### src/rtl/fbc_pkg.sv
// ----------------------------------------------------------------------------
// fbc_pkg: shared definitions for the floating-point format converter
// Selector codes and format constants used by the converter datapath and
// the top level.
// ----------------------------------------------------------------------------
`default_nettype none

package fbc_pkg;

  // Width of the conversion selector and of the operand / result words.
  localparam int unsigned FuncW = 2;
  localparam int unsigned WordW = 32;

  // Conversion selector codes.
  localparam logic [FuncW-1:0] FUNC_H2S  = 2'd0;  // half to single
  localparam logic [FuncW-1:0] FUNC_S2H  = 2'd1;  // single to half
  localparam logic [FuncW-1:0] FUNC_B2S  = 2'd2;  // bfloat16 to single
  localparam logic [FuncW-1:0] FUNC_S2B  = 2'd3;  // single to bfloat16

  // Format constants.
  localparam logic [7:0]  EXP_BIAS_DIFF = 8'd112;         // 127 - 15
  localparam logic [14:0] HALF_INF      = 15'h7c00;
  localparam logic [30:0] SINGLE_INF    = 31'h7f800000;
  localparam logic [12:0] HALF_RND_TIE  = 13'h1000;
  localparam logic [31:0] BF16_RND_BIAS = 32'h00007fff;
  localparam logic [15:0] BF16_QNAN_BIT = 16'h0040;

endpackage : fbc_pkg

`default_nettype wire

### src/rtl/fp16_bf16_fp32_converter.sv
// ----------------------------------------------------------------------------
// fp16_bf16_fp32_converter: binary16 / bfloat16 / binary32 format converter
// Two-stage valid/ready pipeline around a combinational conversion datapath.
// ----------------------------------------------------------------------------
// The converter takes one item per cycle while the output is not stalled:
// the operand is captured in an input register, converted in one pass of
// combinational logic, and the result is held in an output register until
// it is taken. func_i selects half to single, single to half, bfloat16 to
// single or single to bfloat16; narrowing conversions round to nearest
// even, and 16-bit results are zero-extended in the low half of
// result_out_o. Each stage advances whenever the stage after it is empty
// or being emptied, so throughput stays at one item per cycle as long as
// the consumer keeps out_ready_i high.
`default_nettype none

module fp16_bf16_fp32_converter import fbc_pkg::*; (
  input  wire logic             clk_i,
  input  wire logic             rst_ni,
  // Input channel.
  input  wire logic             in_valid_i,
  output logic                  in_ready_o,
  input  wire logic [FuncW-1:0] func_i,
  input  wire logic [WordW-1:0] operand_in_i,
  // Output channel.
  output logic                  out_valid_o,
  input  wire logic             out_ready_i,
  output logic      [WordW-1:0] result_out_o
);

  logic             s1_valid_q, s1_valid_d;
  logic [FuncW-1:0] s1_func_q;
  logic [WordW-1:0] s1_operand_q;
  logic             s2_valid_q, s2_valid_d;
  logic [WordW-1:0] s2_result_q;
  logic [WordW-1:0] conv_result;
  logic             s2_adv;
  logic             s1_adv;

  // Stage handshakes: a stage loads when the next one can take its item.
  assign s2_adv     = !s2_valid_q || out_ready_i;
  assign s1_adv     = !s1_valid_q || s2_adv;
  assign in_ready_o = s1_adv;

  assign s1_valid_d = s1_adv ? in_valid_i : s1_valid_q;
  assign s2_valid_d = s2_adv ? s1_valid_q : s2_valid_q;

  // Valid flags.
  always_ff @(posedge clk_i or negedge rst_ni) begin
    if (!rst_ni) begin
      s1_valid_q <= 1'b0;
      s2_valid_q <= 1'b0;
    end else begin
      s1_valid_q <= s1_valid_d;
      s2_valid_q <= s2_valid_d;
    end
  end

  // Input register.
  always_ff @(posedge clk_i) begin
    if (in_valid_i && s1_adv) begin
      s1_func_q    <= func_i;
      s1_operand_q <= operand_in_i;
    end
  end

  // Conversion datapath.
  fbc_convert u_convert (
    .func_i    (s1_func_q),
    .operand_i (s1_operand_q),
    .result_o  (conv_result)
  );

  // Result register.
  always_ff @(posedge clk_i) begin
    if (s1_valid_q && s2_adv) begin
      s2_result_q <= conv_result;
    end
  end

  assign out_valid_o  = s2_valid_q;
  assign result_out_o = s2_result_q;

  // --------------------------------------------------------------------------
  // Assertions.
  // --------------------------------------------------------------------------

  // An accepted item always lands in the input register.
  a_accept_loads: assert property (@(posedge clk_i) disable iff (!rst_ni)
    in_valid_i && in_ready_o |=> s1_valid_q)
    else $error("accepted item not captured in input register");

  // A converted item moves into the result register when there is room.
  a_stage_moves: assert property (@(posedge clk_i) disable iff (!rst_ni)
    s1_valid_q && s2_adv |=> out_valid_o)
    else $error("converted item lost between stages");

  // A blocked input stage keeps its operand.
  a_s1_holds: assert property (@(posedge clk_i) disable iff (!rst_ni)
    s1_valid_q && !s2_adv |=> s1_valid_q && $stable(s1_operand_q) && $stable(s1_func_q))
    else $error("input register changed while blocked");

  // A taken result with nothing behind it leaves the output empty.
  a_drain: assert property (@(posedge clk_i) disable iff (!rst_ni)
    out_valid_o && out_ready_i && !s1_valid_q |=> !out_valid_o)
    else $error("result repeated after it was taken");

endmodule : fp16_bf16_fp32_converter

`default_nettype wire

### src/rtl/fbc_convert.sv
// ----------------------------------------------------------------------------
// fbc_convert: combinational format conversion datapath
// Performs one of four conversions between binary16, bfloat16 and binary32
// on a single operand, rounding to nearest even where precision is lost.
// ----------------------------------------------------------------------------
`default_nettype none

module fbc_convert import fbc_pkg::*; (
  input  wire logic [FuncW-1:0] func_i,
  input  wire logic [WordW-1:0] operand_i,
  output logic      [WordW-1:0] result_o
);

  // Leading zeros of a nonzero 10-bit half mantissa (0..9).
  function automatic logic [3:0] lzc10(input logic [9:0] m);
    logic [3:0] n;
    n = 4'd9;
    for (int i = 0; i < 10; i++) begin
      if (m[i]) begin
        n = 4'(9 - i);
      end
    end
    return n;
  endfunction

  // --------------------------------------------------------------------------
  // Half to single.
  // --------------------------------------------------------------------------
  logic [31:0] h2s;
  logic        h_sign;
  logic [4:0]  h_exp;
  logic [9:0]  h_man;
  logic [3:0]  h_lz;
  logic [10:0] h_norm;

  assign h_sign = operand_i[15];
  assign h_exp  = operand_i[14:10];
  assign h_man  = operand_i[9:0];
  assign h_lz   = lzc10(h_man);
  // Shift the leading one up to bit 10; it is dropped as the hidden bit.
  assign h_norm = {1'b0, h_man} << (h_lz + 4'd1);

  always_comb begin
    if (h_exp == 5'd0) begin
      if (h_man == 10'd0) begin
        h2s = {h_sign, 31'd0};
      end else begin
        h2s = {h_sign, EXP_BIAS_DIFF - {4'd0, h_lz}, h_norm[9:0], 13'd0};
      end
    end else if (h_exp == 5'h1f) begin
      h2s = {h_sign, SINGLE_INF[30:23], h_man, 13'd0};
    end else begin
      h2s = {h_sign, {3'd0, h_exp} + EXP_BIAS_DIFF, h_man, 13'd0};
    end
  end

  // --------------------------------------------------------------------------
  // Single to half.
  // --------------------------------------------------------------------------
  logic [15:0] s2h;
  logic        s_sign;
  logic [7:0]  s_exp;
  logic [22:0] s_man;
  // Subnormal path.
  logic [4:0]  sub_shift;
  logic [24:0] sub_full;
  logic [24:0] sub_q;
  logic [24:0] sub_rem;
  logic [24:0] sub_half;
  logic [10:0] sub_res;
  // Normal path.
  logic [14:0] nrm_base;
  logic [14:0] nrm_res;
  logic        nrm_up;

  assign s_sign = operand_i[31];
  assign s_exp  = operand_i[30:23];
  assign s_man  = operand_i[22:0];

  // Shift of 14..24 is used only for exponents 102..112.
  assign sub_shift = 5'(8'd126 - s_exp);
  assign sub_full  = {2'b01, s_man};
  assign sub_q     = sub_full >> sub_shift;
  assign sub_rem   = sub_full & ((25'd1 << sub_shift) - 25'd1);
  assign sub_half  = 25'd1 << (sub_shift - 5'd1);

  always_comb begin
    if ((sub_rem > sub_half) || ((sub_rem == sub_half) && sub_q[0])) begin
      sub_res = sub_q[10:0] + 11'd1;
    end else begin
      sub_res = sub_q[10:0];
    end
  end

  // A carry out of the mantissa bumps the exponent, reaching infinity at most.
  assign nrm_base = {5'(s_exp - EXP_BIAS_DIFF), s_man[22:13]};
  assign nrm_up   = (s_man[12:0] > HALF_RND_TIE) ||
                    ((s_man[12:0] == HALF_RND_TIE) && s_man[13]);
  assign nrm_res  = nrm_base + {14'd0, nrm_up};

  always_comb begin
    if (s_exp == 8'hff) begin
      if (s_man == 23'd0) begin
        s2h = {s_sign, HALF_INF};
      end else begin
        s2h = {s_sign, HALF_INF | {5'd0, s_man[22:13]} | 15'd1};
      end
    end else if (s_exp >= 8'd143) begin
      s2h = {s_sign, HALF_INF};
    end else if (s_exp <= 8'd112) begin
      if (s_exp < 8'd102) begin
        s2h = {s_sign, 15'd0};
      end else begin
        s2h = {s_sign, 4'd0, sub_res};
      end
    end else begin
      s2h = {s_sign, nrm_res};
    end
  end

  // --------------------------------------------------------------------------
  // Single to bfloat16.
  // --------------------------------------------------------------------------
  logic [15:0] s2b;
  logic [31:0] bf_sum;

  assign bf_sum = operand_i + BF16_RND_BIAS + {31'd0, operand_i[16]};

  always_comb begin
    if ((s_exp == 8'hff) && (s_man != 23'd0)) begin
      s2b = operand_i[31:16] | BF16_QNAN_BIT;
    end else begin
      s2b = bf_sum[31:16];
    end
  end

  // --------------------------------------------------------------------------
  // Result selection.
  // --------------------------------------------------------------------------
  always_comb begin
    case (func_i)
      FUNC_H2S: result_o = h2s;
      FUNC_S2H: result_o = {16'd0, s2h};
      FUNC_B2S: result_o = {operand_i[15:0], 16'd0};
      FUNC_S2B: result_o = {16'd0, s2b};
      default:  result_o = {16'd0, s2b};
    endcase
  end

endmodule : fbc_convert

`default_nettype wire
### config.mk
export PLATFORM = sky130hd
export DESIGN_NAME = fp16_bf16_fp32_converter
export DESIGN_NICKNAME = d
export VERILOG_FILES = /design/src/rtl/fbc_pkg.sv /design/src/rtl/fp16_bf16_fp32_converter.sv /design/src/rtl/fbc_convert.sv
export SDC_FILE = /design/constraint.sdc
export NUM_CORES = 1
export LEC_CHECK = 0
export BUFFER_PORTS_ARGS = -buffer_cell sky130_fd_sc_hd__buf_2
export CAP_MARGIN = 20
export CORE_MARGIN = 4
export CORE_UTILIZATION = 45
export DETAILED_ROUTE_END_ITERATION = 8
export PLACE_DENSITY = 0.69
export SYNTH_ARGS = -nofsm -noshare
export SYNTH_HDL_FRONTEND = slang
export SYNTH_SLANG_ARGS = --single-unit
### constraint.sdc
create_clock -name clk_i -period 7.1 [get_ports clk_i]
set_clock_uncertainty 0.2 [all_clocks]
set_input_delay 1.42 -clock clk_i [delete_from_list [all_inputs] [get_ports clk_i]]
set_output_delay 1.42 -clock clk_i [all_outputs]
set_load 0.01 [all_outputs]
==> metrics.txt <==
status complete, no violations; Least-Margin Pin Slew 0.897 ns; Synth Area in Adders 0.0691; Final setup viols 0; Num CTS Buffers 9; Crit path arrival time 5.91 ns; clock sinks 68; H-tree depth 3; Post-Synth XOR/XNOR Area 0.0566; Comb power frac 0.356; Global Route Usage Sum 0.252; drt initial violations 955; Int Power 0.970 mW; DIE AREA 0.0186 sq mm; vias in the first global route 6,385; share of cells above drive strength 1 0.175; clock tree buffer depth 2; ys flop type edfxtp_1; synthesized instance count 867; IR drop worst, VDD 0.184 mV; synthesized area 0.00743 sq mm; Initial DRT Pass Iterations 5; CTS tree built; Post-Layout Inst Area 0.00809 sq mm; global-route wire length before repair 36,200 um; FILL cells 1,525; Flop pwr share 0.351; DRC viols 0; hold crit path type flop to flop; # rows 46; Die X 136 um; setup_tns 0 ns; P_sw 0.540 mW; startpoint types flop; Area Growth Syn to Fin 8.88%; Synth Area in Simple Gates 0.234; max cap viols 0; pin count of the biggest net entering global routing 43; Avg Inst Size Synth 8.57 sq um; Hold Buf Count CTS 0; core footprint 0.0161 sq mm; setup repair after global routing missed its margin no; syn_nets 946; antenna violations before repair 0; main combinational cell family by area after synthesis simple AND/OR/NAND/NOR gates; post-synthesis sequential area ratio 0.274; most common cell after layout, fill and taps aside nand2_1; Final Max Tran Viols 0; Final Cycle Share 0.847; Critical Path Sink Type flop; count of warnings emitted by yosys 0; clk_lat worst skew 0.35 ns; Clk pin slew, worst setup/hold paths 0.06 ns; DPL Wire Length 17,200 um; commonest non-fill, non-tap cells in the layout nand2_1 (92), nor2_1 (83), buf_2 (71), edfxtp_1 (66), a21oi_1 (53); Via Count 6,956; Min Clock Period, post-route 6.01 ns; Yosys cell types 90; asr flop ratio synth 0.0294; EDFF count, synth 66; Clk pwr share 0.293; CTS resizes 0; Crit Path Class flop to flop; mux contribution to synthesized area 0.106; Pwr Total 1.51 mW; IO Count 72; Placement Setup Slack 1.23 ns; PnR worst setup slack 1.09 ns; Power Density 187 mW/mm^2; chip height 136 um; required time of the critical path 7.00 ns; Nets 971; Avg WL per Cell 20.9 um; Initial Util 0.463; max_slew headroom 0.402; placed cell areas 0.00779 sq mm; post-CTS setup buffers 0; final hold violation count 0; remaining antenna violation count 0; f_max 166 MHz; Pleak 3.12 nW; # diodes 0; Via density 6.25; crit path max fanout 42; gr ovfl total 0; switch share 0.358; flop and latch count out of synthesis 68; Final Util 0.504; routed wire length 23,300 um; GP Congestion 0.986; PortBufs 71; Root Driver clkbuf_16; Synth Area in Compound Gates 0.200
==> metrics by stage <==
stage               std cells  hold WS [ns]
floorplan                 867         0.249
global placement         1097         0.272
detailed placement       1097         0.279
CTS                      1113         0.293
global route             1113         0.304
finish                   1113         0.288
==> cell usage after synthesis, types with 12 or more instances <==
| library cell | n | area [sq um] |
|---|---|---|
| buf_2 | 13 | 65.1 |
| mux2_2 | 16 | 180 |
| and3_1 | 13 | 81.3 |
| nor2_1 | 83 | 312 |
| clkbuf_1 | 43 | 161 |
| a21oi_1 | 53 | 265 |
| o21ai_0 | 37 | 185 |
| xnor2_1 | 18 | 158 |
| nand2_1 | 92 | 345 |
| edfxtp_1 | 66 | 1980 |
| nor3_1 | 28 | 140 |
| and2_1 | 15 | 93.8 |
| nand4_1 | 12 | 75.1 |
| xor2_1 | 21 | 184 |
| nand3_1 | 39 | 195 |
| ha_1 | 41 | 513 |
| inv_1 | 19 | 71.3 |
| mux4_2 | 13 | 293 |
| a211oi_1 | 13 | 97.6 |
| mux2i_1 | 27 | 270 |
==> cell families (layout without fill, tap and decap cells) <==
logic type | count (synthesis) | after routing
buffers and inverters | 93 | 123
xor gates and xnor gates | 43 | 43
and+or+nand+nor | 351 | 351
DFF | 68 | 68
muxes | 58 | 58
AOI/OAI and AO/OA | 213 | 213
adders and majority gates | 41 | 41
==> power groups by stage <==
stage | clock [mW] | combinational [mW] | sequential (mW)
floorplan | 0 | 0.417 | 0.511
global placement | 0 | 0.524 | 0.536
detailed placement | 0 | 0.526 | 0.536
CTS | 0.449 | 0.529 | 0.528
global route | 0.474 | 0.587 | 0.532
finish | 0.442 | 0.538 | 0.531
==> path summary, 6_finish.rpt <==
path	endpoint	startpoint	slack (ns)	depth (start not counted)
setup / recovery	result_out_o[5]$_DFFE_PP_	s1_operand_q[23]$_DFFE_PP_	1.09	19
hold / removal	out_valid_o$_DFFE_PN0P_	s1_valid_q$_DFFE_PN0N_	0.29	1
setup reg to reg	result_out_o[5]$_DFFE_PP_	s1_operand_q[23]$_DFFE_PP_	1.09	19
hold reg to reg	out_valid_o$_DFFE_PN0P_	s1_valid_q$_DFFE_PN0N_	0.29	1
max in group asynchronous	out_valid_o$_DFFE_PN0P_	rst_ni	5.96	1
min in group asynchronous	s1_valid_q$_DFFE_PN0N_	rst_ni	0.65	1
==> worst max-delay path, stage by stage (launching register included) <==
cell	delay, ns
edfxtp_1	0.36
buf_4	0.42
clkinv_1	0.23
ha_1	0.50
or3_1	0.52
or2_2	0.34
o221ai_1	0.50
and3b_1	0.35
nand2_1	0.07
a21boi_0	0.16
o21a_1	0.14
ha_1	0.17
nand4_1	0.14
nor2_1	0.26
a32oi_1	0.14
nand4_1	0.14
and4_1	0.40
and4_1	0.29
nand2b_1	0.11
a221o_1	0.32
==> state kept, by name, indices dropped and copies added, names as in the netlist <==
name          flops
s1_operand_q     32
s1_valid_q        1
s1_func_q         2
result_out_o     32
out_valid_o       1
==> layer usage <==
metal	wire length, um	vias to the layer above	GRT usage
li1	-	3294	-
met1	9890	3209	0.363
met2	10200	389	0.377
met3	2460	64	0.0500
met4	731	0	0.0845
met5	0	-	0
==> cell type report <==
| cell class | instances | area (sq um) | area share |
|---|---|---|---|
| clock buffers | 10 | 229 | 0.0283 |
| clock inverters | 6 | 65.1 | 0.00804 |
| inverters | 21 | 78.8 | 0.00975 |
| multi-input cells | 706 | 4940 | 0.611 |
| flip-flops and latches | 68 | 2030 | 0.251 |
| well taps | 216 | 270 | 0.0334 |
| repair buffers | 86 | 468 | 0.0579 |
Power figures use the tool's default switching activity.
